==> src/rtl/cts_pkg.sv <==
// ----------------------------------------------------------------------------
// cts_pkg
// Shared widths, microcode types and the reciprocal table of the cosine
// series engine.
// ----------------------------------------------------------------------------
package cts_pkg;

   localparam int ANGLE_W   = 18;
   localparam int COS_W     = 18;
   localparam int TDATA_W   = 24;
   localparam int TERM_W    = 5;
   localparam int MAX_TERMS = 16;
   localparam int TERM_RST  = 8;

   localparam int MAG_W     = 18;          // |angle|, Q3.14
   localparam int X2_W      = 27;          // x^2, Q.20
   localparam int T_W       = 34;          // term magnitude, Q.24
   localparam int P_W       = 40;          // term * x^2, Q.24
   localparam int ACC_W     = 26;          // signed partial sum, Q.24
   localparam int ADD_W     = 36;          // acc +/- t before clamping
   localparam int MA_W      = 24;          // multiplier operand A (one chunk)
   localparam int MB_W      = 28;          // multiplier operand B
   localparam int MP_W      = MA_W + MB_W;
   localparam int SUM_W     = 64;          // chunk recombination
   localparam int RECIP_W   = 24;
   localparam int CHUNK     = 24;
   localparam int FRAC_T    = 24;

   localparam int PC_W      = 4;

   localparam logic signed [ACC_W-1:0] ACC_ONE = ACC_W'(1 << FRAC_T);
   localparam logic signed [ADD_W-1:0] ACC_MAX = ADD_W'((1 << 25) - 1);
   localparam logic signed [ADD_W-1:0] ACC_MIN = -ADD_W'(1 << 25);

   typedef enum logic [2:0] {
      MA_MAG,
      MA_T_LO,
      MA_T_HI,
      MA_P_LO,
      MA_P_HI
   } mul_a_type;

   typedef enum logic [1:0] {
      MB_MAG,
      MB_X2,
      MB_RECIP
   } mul_b_type;

   typedef enum logic [2:0] {
      OP_NOP,
      OP_INIT,     // t = 1.0, acc = 1.0
      OP_X2,       // x2 = round(mag^2 / 2^8)
      OP_LDP,      // hold low partial product
      OP_P,        // p = round(t * x2 / 2^20)
      OP_T,        // t = round(p * R / 2^24)
      OP_ACC       // acc = clamp(acc -/+ t)
   } dp_op_type;

   typedef enum logic [1:0] {
      JMP_NONE,
      JMP_NO_TERMS,
      JMP_MORE,
      JMP_END
   } jump_type;

   typedef struct packed {
      logic                mul_en;
      mul_a_type           mul_a;
      mul_b_type           mul_b;
      dp_op_type           op;
      jump_type            jmp;
      logic [PC_W-1:0]     target;
   } ucode_type;

   typedef struct packed {
      logic                en;
      logic                mul_en;
      mul_a_type           mul_a;
      mul_b_type           mul_b;
      dp_op_type           op;
      logic [TERM_W-1:0]   j;
   } ctrl_type;

   localparam logic [PC_W-1:0] PC_LOOP = PC_W'(2);
   localparam logic [PC_W-1:0] PC_FIN  = PC_W'(9);

   // round(2^24 / ((2j-1)(2j))), half up
   function automatic logic [RECIP_W-1:0] recip_rom(input logic [TERM_W-1:0] j);
      logic [RECIP_W-1:0] r;
      case (j)
         5'd1:    r = 24'd8388608;
         5'd2:    r = 24'd1398101;
         5'd3:    r = 24'd559241;
         5'd4:    r = 24'd299593;
         5'd5:    r = 24'd186414;
         5'd6:    r = 24'd127100;
         5'd7:    r = 24'd92183;
         5'd8:    r = 24'd69905;
         5'd9:    r = 24'd54828;
         5'd10:   r = 24'd44151;
         5'd11:   r = 24'd36314;
         5'd12:   r = 24'd30394;
         5'd13:   r = 24'd25811;
         5'd14:   r = 24'd22192;
         5'd15:   r = 24'd19284;
         5'd16:   r = 24'd16913;
         default: r = '0;
      endcase
      return r;
   endfunction

endpackage

==> src/rtl/cosine_taylor_series.sv <==
// ----------------------------------------------------------------------------
// cosine_taylor_series
// Fixed-point cosine by Maclaurin series, one angle per transaction.
//
// req_*: angle in signed Q3.14 in req_tdata[17:0], req_tlast passes through.
// rsp_*: cosine in signed Q2.16 in rsp_tdata[17:0], saturated; rsp_tlast is
//        the req_tlast of the same transaction.
// csr_*: term_count (0..16 used, larger values act as 16), reset value 8.
//        Write it only while the block is idle.
// Each angle runs a microcode program on one shared 24x28 multiplier; every
// term needs four chunk products, two recombinations and one add. One angle
// is worked at a time, and the next is accepted only once the result has
// loaded and the engine is idle again. req_tready is high whenever the
// engine is idle, also while a result waits in the output register. If
// rsp_tready stays low, the engine holds its next result on the final step
// until the output register drains.
// Synchronous reset empties the engine and the output register and sets
// term_count back to 8.
// ----------------------------------------------------------------------------
module cosine_taylor_series (
   input  logic                        clock,
   input  logic                        reset,
   input  logic                        req_tvalid,
   output logic                        req_tready,
   input  logic [23:0]                 req_tdata,   // [17:0] angle
   input  logic                        req_tlast,
   output logic                        rsp_tvalid,
   input  logic                        rsp_tready,
   output logic [23:0]                 rsp_tdata,   // [17:0] cosine
   output logic                        rsp_tlast,
   input  logic                        csr_wr_en,
   input  logic [4:0]                  csr_wr_data  // term_count
);
   import cts_pkg::*;

   logic [TERM_W-1:0] term_count_ff, term_count_in;
   logic              last_ff;
   logic              rsp_valid_ff, rsp_valid_in;
   logic [COS_W-1:0]  rsp_cos_ff;
   logic              rsp_last_ff;
   logic              req_fire;
   logic              hold;
   logic              seq_busy;
   logic              seq_done;
   logic [COS_W-1:0]  cosine;
   ctrl_type          ctrl;

   assign req_tready = !seq_busy;
   assign req_fire   = req_tvalid && req_tready;
   assign hold       = rsp_valid_ff && !rsp_tready;

   assign term_count_in = csr_wr_en ? csr_wr_data : term_count_ff;

   cts_sequencer u_seq (
      .clock      (clock),
      .reset      (reset),
      .start      (req_fire),
      .hold       (hold),
      .term_count (term_count_ff),
      .ctrl       (ctrl),
      .busy       (seq_busy),
      .done       (seq_done)
   );

   cts_datapath u_dp (
      .clock  (clock),
      .load   (req_fire),
      .angle  (req_tdata[ANGLE_W-1:0]),
      .ctrl   (ctrl),
      .cosine (cosine)
   );

   always_comb begin
      rsp_valid_in = rsp_valid_ff;
      if (seq_done)        rsp_valid_in = 1'b1;
      else if (rsp_tready) rsp_valid_in = 1'b0;
   end

   always_ff @(posedge clock) begin
      if (reset) begin
         term_count_ff <= TERM_W'(TERM_RST);
         rsp_valid_ff  <= 1'b0;
      end else begin
         term_count_ff <= term_count_in;
         rsp_valid_ff  <= rsp_valid_in;
      end
   end

   always_ff @(posedge clock) begin
      if (req_fire) last_ff <= req_tlast;
      if (seq_done) begin
         rsp_cos_ff  <= cosine;
         rsp_last_ff <= last_ff;
      end
   end

   assign rsp_tvalid = rsp_valid_ff;
   assign rsp_tdata  = {(TDATA_W-COS_W)'(0), rsp_cos_ff};
   assign rsp_tlast  = rsp_last_ff;

   // a new transaction starts the engine, which then refuses input
   a_accept_busy: assert property (@(posedge clock) disable iff (reset)
      req_fire |=> seq_busy)
      else $error("engine not busy after accepting a transaction");

   // the engine only starts on an accepted transaction
   a_busy_source: assert property (@(posedge clock) disable iff (reset)
      $rose(seq_busy) |-> $past(req_fire))
      else $error("engine started without a transaction");

   // a result is only loaded when the output register is free or draining
   a_no_overwrite: assert property (@(posedge clock) disable iff (reset)
      seq_done |-> (!rsp_valid_ff || rsp_tready))
      else $error("result overwrote a pending response");

   // every finished item clears the engine on the next edge
   a_done_idle: assert property (@(posedge clock) disable iff (reset)
      seq_done |=> !seq_busy)
      else $error("engine still busy after finishing");

endmodule

==> src/rtl/cts_sequencer.sv <==
// ----------------------------------------------------------------------------
// cts_sequencer
// Microcode ROM, program counter and term counter of the cosine engine.
// ----------------------------------------------------------------------------
module cts_sequencer (
   input  logic                      clock,
   input  logic                      reset,
   input  logic                      start,
   input  logic                      hold,
   input  logic [cts_pkg::TERM_W-1:0] term_count,
   output cts_pkg::ctrl_type         ctrl,
   output logic                      busy,
   output logic                      done
);
   import cts_pkg::*;

   logic                busy_ff, busy_in;
   logic [PC_W-1:0]     pc_ff, pc_in;
   logic [TERM_W-1:0]   j_ff, j_in;
   logic [TERM_W-1:0]   n_terms;
   logic [PC_W-1:0]     pc_next;
   ucode_type           uw;

   assign n_terms = (term_count > TERM_W'(MAX_TERMS)) ? TERM_W'(MAX_TERMS) : term_count;

   // program: 0-1 setup, 2-8 one series term, 9 finish
   always_comb begin
      uw = '{mul_en: 1'b0, mul_a: MA_MAG, mul_b: MB_MAG, op: OP_NOP,
             jmp: JMP_NONE, target: '0};
      unique case (pc_ff)
         4'd0: uw = '{1'b1, MA_MAG,  MB_MAG,   OP_INIT, JMP_NONE,     '0};
         4'd1: uw = '{1'b0, MA_MAG,  MB_MAG,   OP_X2,   JMP_NO_TERMS, PC_FIN};
         4'd2: uw = '{1'b1, MA_T_LO, MB_X2,    OP_NOP,  JMP_NONE,     '0};
         4'd3: uw = '{1'b1, MA_T_HI, MB_X2,    OP_LDP,  JMP_NONE,     '0};
         4'd4: uw = '{1'b0, MA_MAG,  MB_MAG,   OP_P,    JMP_NONE,     '0};
         4'd5: uw = '{1'b1, MA_P_LO, MB_RECIP, OP_NOP,  JMP_NONE,     '0};
         4'd6: uw = '{1'b1, MA_P_HI, MB_RECIP, OP_LDP,  JMP_NONE,     '0};
         4'd7: uw = '{1'b0, MA_MAG,  MB_MAG,   OP_T,    JMP_NONE,     '0};
         4'd8: uw = '{1'b0, MA_MAG,  MB_MAG,   OP_ACC,  JMP_MORE,     PC_LOOP};
         4'd9: uw = '{1'b0, MA_MAG,  MB_MAG,   OP_NOP,  JMP_END,      '0};
         default: ;
      endcase
   end

   always_comb begin
      pc_next = pc_ff + PC_W'(1);
      unique case (uw.jmp)
         JMP_NONE:     pc_next = pc_ff + PC_W'(1);
         JMP_NO_TERMS: if (n_terms == '0) pc_next = uw.target;
         JMP_MORE:     if (j_ff < n_terms) pc_next = uw.target;
         JMP_END:      pc_next = hold ? pc_ff : '0;
         default:      ;
      endcase
   end

   assign done = busy_ff && (uw.jmp == JMP_END) && !hold;

   always_comb begin
      busy_in = busy_ff;
      pc_in   = pc_ff;
      j_in    = j_ff;
      if (!busy_ff) begin
         if (start) begin
            busy_in = 1'b1;
            pc_in   = '0;
            j_in    = TERM_W'(1);
         end
      end else begin
         pc_in = pc_next;
         if (uw.op == OP_ACC) j_in = j_ff + TERM_W'(1);
         if (done) busy_in = 1'b0;
      end
   end

   always_ff @(posedge clock) begin
      if (reset) begin
         busy_ff <= 1'b0;
         pc_ff   <= '0;
         j_ff    <= TERM_W'(1);
      end else begin
         busy_ff <= busy_in;
         pc_ff   <= pc_in;
         j_ff    <= j_in;
      end
   end

   assign busy        = busy_ff;
   assign ctrl.en     = busy_ff;
   assign ctrl.mul_en = uw.mul_en;
   assign ctrl.mul_a  = uw.mul_a;
   assign ctrl.mul_b  = uw.mul_b;
   assign ctrl.op     = uw.op;
   assign ctrl.j      = j_ff;

endmodule

==> src/rtl/cts_datapath.sv <==
// ----------------------------------------------------------------------------
// cts_datapath
// Shared 24x28 multiplier, term and sum registers, output rounding.
// ----------------------------------------------------------------------------
module cts_datapath (
   input  logic                        clock,
   input  logic                        load,
   input  logic [cts_pkg::ANGLE_W-1:0] angle,
   input  cts_pkg::ctrl_type           ctrl,
   output logic [cts_pkg::COS_W-1:0]   cosine
);
   import cts_pkg::*;

   logic [MAG_W-1:0]        mag_ff, mag_in;
   logic [MP_W-1:0]         mp_ff, mp_in;
   logic [MP_W-1:0]         pacc_ff;
   logic [X2_W-1:0]         x2_ff;
   logic [T_W-1:0]          t_ff;
   logic [P_W-1:0]          p_ff;
   logic signed [ACC_W-1:0] acc_ff;

   logic [MA_W-1:0]         op_a;
   logic [MB_W-1:0]         op_b;
   logic [SUM_W-1:0]        sum;
   logic [SUM_W-1:0]        sum_p, sum_t;
   logic signed [ADD_W-1:0] acc_ext, t_ext, acc_raw;
   logic signed [ACC_W-1:0] acc_clamped;
   logic [ACC_W-1:0]        acc_bias;
   logic [ACC_W:0]          out_rnd;
   logic [COS_W:0]          out_r;
   logic [COS_W-1:0]        out_sat;

   // cosine is even: keep only |angle|
   assign mag_in = angle[ANGLE_W-1] ? MAG_W'(~angle + ANGLE_W'(1)) : MAG_W'(angle);

   always_comb begin
      case (ctrl.mul_a)
         MA_MAG:  op_a = MA_W'(mag_ff);
         MA_T_LO: op_a = t_ff[CHUNK-1:0];
         MA_T_HI: op_a = MA_W'(t_ff[T_W-1:CHUNK]);
         MA_P_LO: op_a = p_ff[CHUNK-1:0];
         MA_P_HI: op_a = MA_W'(p_ff[P_W-1:CHUNK]);
         default: op_a = '0;
      endcase
      case (ctrl.mul_b)
         MB_MAG:   op_b = MB_W'(mag_ff);
         MB_X2:    op_b = MB_W'(x2_ff);
         MB_RECIP: op_b = MB_W'(recip_rom(ctrl.j));
         default:  op_b = '0;
      endcase
   end

   assign mp_in = MP_W'(op_a) * MP_W'(op_b);

   // low chunk product plus high chunk product shifted into place
   assign sum   = SUM_W'(pacc_ff) + (SUM_W'(mp_ff) << CHUNK);
   assign sum_p = sum + (SUM_W'(1) << 19);
   assign sum_t = sum + (SUM_W'(1) << (FRAC_T - 1));

   assign acc_ext = ADD_W'(acc_ff);
   assign t_ext   = $signed(ADD_W'(t_ff));
   assign acc_raw = ctrl.j[0] ? (acc_ext - t_ext) : (acc_ext + t_ext);
   assign acc_clamped = (acc_raw > ACC_MAX) ? ACC_W'(ACC_MAX) :
                        (acc_raw < ACC_MIN) ? ACC_W'(ACC_MIN) : ACC_W'(acc_raw);

   always_ff @(posedge clock) begin
      if (load) mag_ff <= mag_in;
      if (ctrl.en) begin
         if (ctrl.mul_en) mp_ff <= mp_in;
         case (ctrl.op)
            OP_INIT: begin
               t_ff   <= T_W'(1) << FRAC_T;
               acc_ff <= ACC_ONE;
            end
            OP_X2:   x2_ff   <= X2_W'((mp_ff[2*MAG_W-1:0] + (2*MAG_W)'(128)) >> 8);
            OP_LDP:  pacc_ff <= mp_ff;
            OP_P:    p_ff    <= sum_p[P_W+19:20];
            OP_T:    t_ff    <= sum_t[T_W+FRAC_T-1:FRAC_T];
            OP_ACC:  acc_ff  <= acc_clamped;
            default: ;
         endcase
      end
   end

   // Q.24 sum -> Q2.16: bias to unsigned, round half up, clamp, unbias
   assign acc_bias = {~acc_ff[ACC_W-1], acc_ff[ACC_W-2:0]};
   assign out_rnd  = (ACC_W+1)'(acc_bias) + (ACC_W+1)'(128);
   assign out_r    = out_rnd[ACC_W:8];
   assign out_sat  = out_r[COS_W] ? {COS_W{1'b1}} : out_r[COS_W-1:0];
   assign cosine   = {~out_sat[COS_W-1], out_sat[COS_W-2:0]};

endmodule

==> config.mk <==
export PLATFORM = sky130hd
export DESIGN_NAME = cosine_taylor_series
export DESIGN_NICKNAME = d
export VERILOG_FILES = /design/src/rtl/cts_pkg.sv /design/src/rtl/cosine_taylor_series.sv /design/src/rtl/cts_sequencer.sv /design/src/rtl/cts_datapath.sv
export SDC_FILE = /design/constraint.sdc
export NUM_CORES = 2
export LEC_CHECK = 0
export ABC_CLOCK_PERIOD_IN_PS = 11300
export BUFFER_PORTS_ARGS = -buffer_cell sky130_fd_sc_hd__buf_4
export CAP_MARGIN = 20
export CORE_ASPECT_RATIO = 0.75
export CORE_MARGIN = 3
export CORE_UTILIZATION = 35
export DETAILED_ROUTE_END_ITERATION = 8
export GPL_ROUTABILITY_DRIVEN = 1
export PLACE_DENSITY = 0.46
export SETUP_SLACK_MARGIN = 0.3
export SLEW_MARGIN = 40
export SYNTH_ARGS = -nofsm -noshare
export SYNTH_HDL_FRONTEND = slang
export SYNTH_HIERARCHICAL = 1
export SYNTH_SLANG_ARGS = --single-unit
==> constraint.sdc <==
create_clock -name clock -period 11.3 [get_ports clock]
set_input_delay 2.26 -clock clock [delete_from_list [all_inputs] [get_ports clock]]
set_output_delay 2.26 -clock clock [all_outputs]
set_load 0.02 [all_outputs]
==> summary.txt <==
Critical path
  – Delay of the slowest critical-path stage: between 0.8 and 0.9 ns
  – Max Fanout on Critical Path: 14
  – Kind of launch point of the worst setup path: flop
  – Path depth of the worst reg2reg path: 30
  – Setup Crit Path Kind: reg2reg
  – Slowest stage cell, crit path: sky130_fd_sc_hd__a22o_1
  – Library cell appearing most often on the critical path: sky130_fd_sc_hd__fa_1
  – Endpoint of the worst-slack reg-to-reg timing path: u_dp/mp_ff[48]$_DFFE_PP_
  – Setup slack of the most critical reg-to-reg path: 0.91 ns
  – Sort of element at the end of the critical path: flop
  – Critical path required time: 11.64 ns
  – Origin of the critical flop-to-flop path: u_seq/pc_ff[0]$_SDFFE_PP0P_
  – CP arrival: approximately 11 ns

STA
  – Clock Skew: approximately 0.021 ns
  – Maximum clock frequency: between 0.09 and 0.1 GHz
  – Final worst-path cycle share: 92.0%
  – Setup TNS Final: 0 ns
  – Final Hold Vio Count: 0
  – RSZ-0062 raised after global routing: false
  – Relative slew margins: roughly two fifths
  – Final Slew Violations: 0
  – Final setup violation count: 0
  – Post-layout minimum cycle time: 10.39 ns
  – Transition at the pin with the smallest max-transition slack: 0.876 ns

Global route
  – Number of antenna violations at the first check in global routing: 5
  – Largest net degree at the start of global routing: 53
  – Via count of the first global-routing pass: 30300
  – Overall fraction of global-route tracks in use: ~22%
  – Global-route congestion overflow total: 0
  – Global-route wire length before repair: about 200000 µm

Clock tree
  – Hold-fix buffer count after cts: 0
  – H-tree depth: 1
  – Root buffer cell: sky130_fd_sc_hd__clkbuf_16
  – Buffer levels on the longest clock path: 3
  – Clock tree sinks: 266
  – Clock insertion delay at the later pin of the skew report: around 0.61 ns
  – Clock transition at the registers of the reported paths: approximately 0.07 ns
  – Post-CTS setup buffers: 0
  – Number of gates given a new drive strength after cts: 0
  – TritonCTS clock tree: built
  – TritonCTS Buffers: 29

Place
  – Number of buffers inserted by port buffering: a little under 50
  – Gp weighted congestion: ~0.9
  – Number of placed instances with taps included: about 5800
  – Placed cell areas: roughly 0.042 mm²
  – Dpl hpwl: roughly 100000 µm

Routing
  – Total wire length after detailed routing: roughly 130000 µm
  – Drt pass-1 iters: 5
  – Detail Route Antenna Nets: 0
  – DRC violation count after routing: 0
  – Vias after detailed routing: slightly above 30000
  – Via-per-instance ratio: 5.22
  – Routed wirelength normalized by instance count: between 20 and 25 µm
  – Number of DRC markers in iteration 0: ~2600

Synth
  – Cell count after synthesis: 4329
  – Main flop type after synthesis: sky130_fd_sc_hd__edfxtp_1
  – Synth cell count leaders: 736 x sky130_fd_sc_hd__inv_1, 619 x sky130_fd_sc_hd__nand2_1, 551 x sky130_fd_sc_hd__fa_1
  – Leading cell types by total area after synthesis: sky130_fd_sc_hd__fa_1 28%, sky130_fd_sc_hd__edfxtp_1 19%, sky130_fd_sc_hd__ha_1 8.6%, sky130_fd_sc_hd__inv_1 7.1%, sky130_fd_sc_hd__nand2_1 5.9%
  – Total of flip-flops plus latches after synthesis: 266
  – Post-synth cell types: 109
  – Count leader, synth: sky130_fd_sc_hd__inv_1
  – Mapped Area: ~0.04 mm²
  – Fraction of the yosys area taken by sequential cells: between 20 and 25%
  – YS warnings: 6
  – Proportion of synthesized flip-flops having asynchronous set or reset: 0%
  – Avg Synthesized Cell Area: between 9 and 10 µm²
  – Share of the synthesized area in the top cell type: 28.2%
  – Number of enable flip-flop cells after synthesis: 250
  – Largest area contributor in the netlist: sky130_fd_sc_hd__fa_1

Power
  – Ratio of total power to cell area: about 350 mW/mm²
  – Sw Pwr: 7.87 mW
  – Switching part of the total: roughly 53%
  – Part of the total power dissipated in sequential elements: 13.3%
  – VDD IR-drop max: around 0.8 mV
  – Clock share of power: 7.0%
  – Share of power burned in combinational logic: between 70% and 80%
  – Internal Dissipation: 7.03 mW
  – LEAKAGE: approximately 19 nW

Final layout
  – Filler cells: between 10000 and 15000
  – Area added between synthesis and finish: 9.23%
  – Layout Utilization: 38.7%
  – Share of final-layout standard cells stronger than drive strength 1: roughly 7.4%
  – Layout Cells excl Fill: about 5800
  – Final #Nets: between 5000 and 6000
  – Post-route cell area: 0.0427 mm²

Min path
  – Type of the tightest min-delay check: reg2reg
  – Beginning of the worst hold path: u_dp/mp_ff[49]$_DFFE_PP_
  – Worst Hold Path Cells: 0
  – Terminating pin of the worst hold path: u_dp/pacc_ff[49]$_DFFE_PP_

Outcome
  – Status: finished, final reports clean

Floorplan
  – Overall die area: between 0.1 and 0.15 mm²
  – Count of pins on the block boundary: 62
  – Starting density of the core: 35.5%
  – Width of the chip: between 300 and 400 µm
  – Die Height: 295 µm
  – Number of placement rows: about 110
  – Core area: about 0.11 mm²

Run
  – Maxcap violations: 0
## registers in the layout (all words and copies together) (netlist names)
register	cells
u_seq/j_ff	5
u_seq/pc_ff	4
term_count_ff	5
u_dp/t_ff	34
u_dp/x2_ff	27
u_seq/busy	1
rsp_tvalid	1
rsp_tlast	1
rsp_cos_ff	18
u_dp/mp_ff	52
last_ff	1
u_dp/mag_ff	18
u_dp/p_ff	40
u_dp/pacc_ff	33
u_dp/acc_ff	26
## worst max-delay path, delay by kind of cell, from the launching register on
kind	cells	cell delay [ns]
simple gates	5	1.58
fa+ha+maj	9	4.34
buf+inv	5	0.56
flops	1	0.47
compound gates	10	3.05
xor+xnor	1	0.11
## cells by family (layout without fill, tap and decap cells)
| family | Yosys count | after routing | share of synthesized area, % |
|---|---|---|---|
| xor gates and xnor gates | 250 | 250 | 5.65 |
| adders and majority gates | 819 | 819 | 36.8 |
| muxes | 62 | 62 | 1.61 |
| other | 1 | 8 | 0.00960 |
| and+or+nand+nor | 1381 | 1381 | 16.0 |
| buffers and inverters | 922 | 965 | 9.16 |
| DFF | 266 | 266 | 20.0 |
| AOI/OAI and AO/OA | 628 | 628 | 10.7 |
## routing by layer
layer	global-route usage (%)	routed length (µm)	share of wire [%]	vias to the layer above
met5	0	20	0.016	-
met4	3.58	2210	1.7	4
met3	4.46	9990	7.8	115
met2	32.4	52900	41	944
met1	35.0	63600	49	15300
li1	-	-	-	14100
## metrics by stage
stage          hold WS, ns  setup slack (ns)  total power [mW]
2_1_floorplan        0.400              1.57              10.4
3_3_place_gp         0.402              1.00              13.8
3_5_place_dp         0.405              1.05              13.8
4_1_cts              0.418             0.949              14.9
5_1_grt              0.423             0.435              16.5
6_report             0.415             0.907              14.9
## cells in the final DEF, fill, tap and decap left out, drive strengths merged, types with 17 or more instances in the layout
cell type | synthesis | routed
nor2 | 363 | 363
a31oi | 19 | 19
clkbuf | 156 | 32
nor2b | 32 | 32
xnor2 | 154 | 154
nand4 | 42 | 42
o21bai | 19 | 19
inv | 736 | 740
and2 | 61 | 61
fa | 551 | 551
nand2 | 620 | 620
edfxtp | 250 | 250
a211oi | 28 | 28
nor3 | 46 | 46
o21a | 31 | 31
and3 | 38 | 38
a21o | 68 | 68
ha | 268 | 268
nand2b | 37 | 37
buf | 28 | 173
o31ai | 41 | 41
a21oi | 165 | 165
nand3 | 62 | 62
or3 | 17 | 17
o21ai | 109 | 109
xor2 | 96 | 96
mux2i | 56 | 56
o22ai | 26 | 26
## power by group through the flow
stage / combinational, mW / clock [mW] / sequential (mW)
5_1_grt: 13.4 / 1.11 / 1.99
4_1_cts: 11.9 / 1.07 / 1.98
3_5_place_dp: 11.8 / 0 / 2.00
3_3_place_gp: 11.8 / 0 / 2.00
6_report: 11.9 / 1.05 / 1.99
2_1_floorplan: 8.59 / 0 / 1.83
## worst max-delay path by stage
stage / start / to / slack, ns / cells after the start
finish: u_seq/pc_ff[0]$_SDFFE_PP0P_ / u_dp/mp_ff[48]$_DFFE_PP_ / 0.91 / 30
global route: u_seq/pc_ff[0]$_SDFFE_PP0P_ / u_dp/mp_ff[48]$_DFFE_PP_ / 0.44 / 31
CTS: u_seq/pc_ff[0]$_SDFFE_PP0P_ / u_dp/mp_ff[48]$_DFFE_PP_ / 0.95 / 31
detailed placement: u_seq/pc_ff[0]$_SDFFE_PP0P_ / u_dp/mp_ff[48]$_DFFE_PP_ / 1.05 / 31
global placement: u_seq/pc_ff[0]$_SDFFE_PP0P_ / u_dp/mp_ff[48]$_DFFE_PP_ / 1.00 / 31
floorplan: u_seq/pc_ff[2]$_SDFFE_PP0P_ / u_dp/mp_ff[48]$_DFFE_PP_ / 1.57 / 33
## final cells by class
type | instances | area [µm²] | share of cell area [%]
repair buffers | 173 | 1350 | 3.16
diodes | 2 | 5.00 | 0.0117
inverters | 738 | 2770 | 6.49
clock buffers | 32 | 737 | 1.73
clock inverters | 22 | 254 | 0.595
well taps | 1444 | 1810 | 4.24
multi-input cells | 3146 | 27900 | 65.4
flip-flops and latches | 266 | 7830 | 18.4
Power figures use the tool's default switching activity.
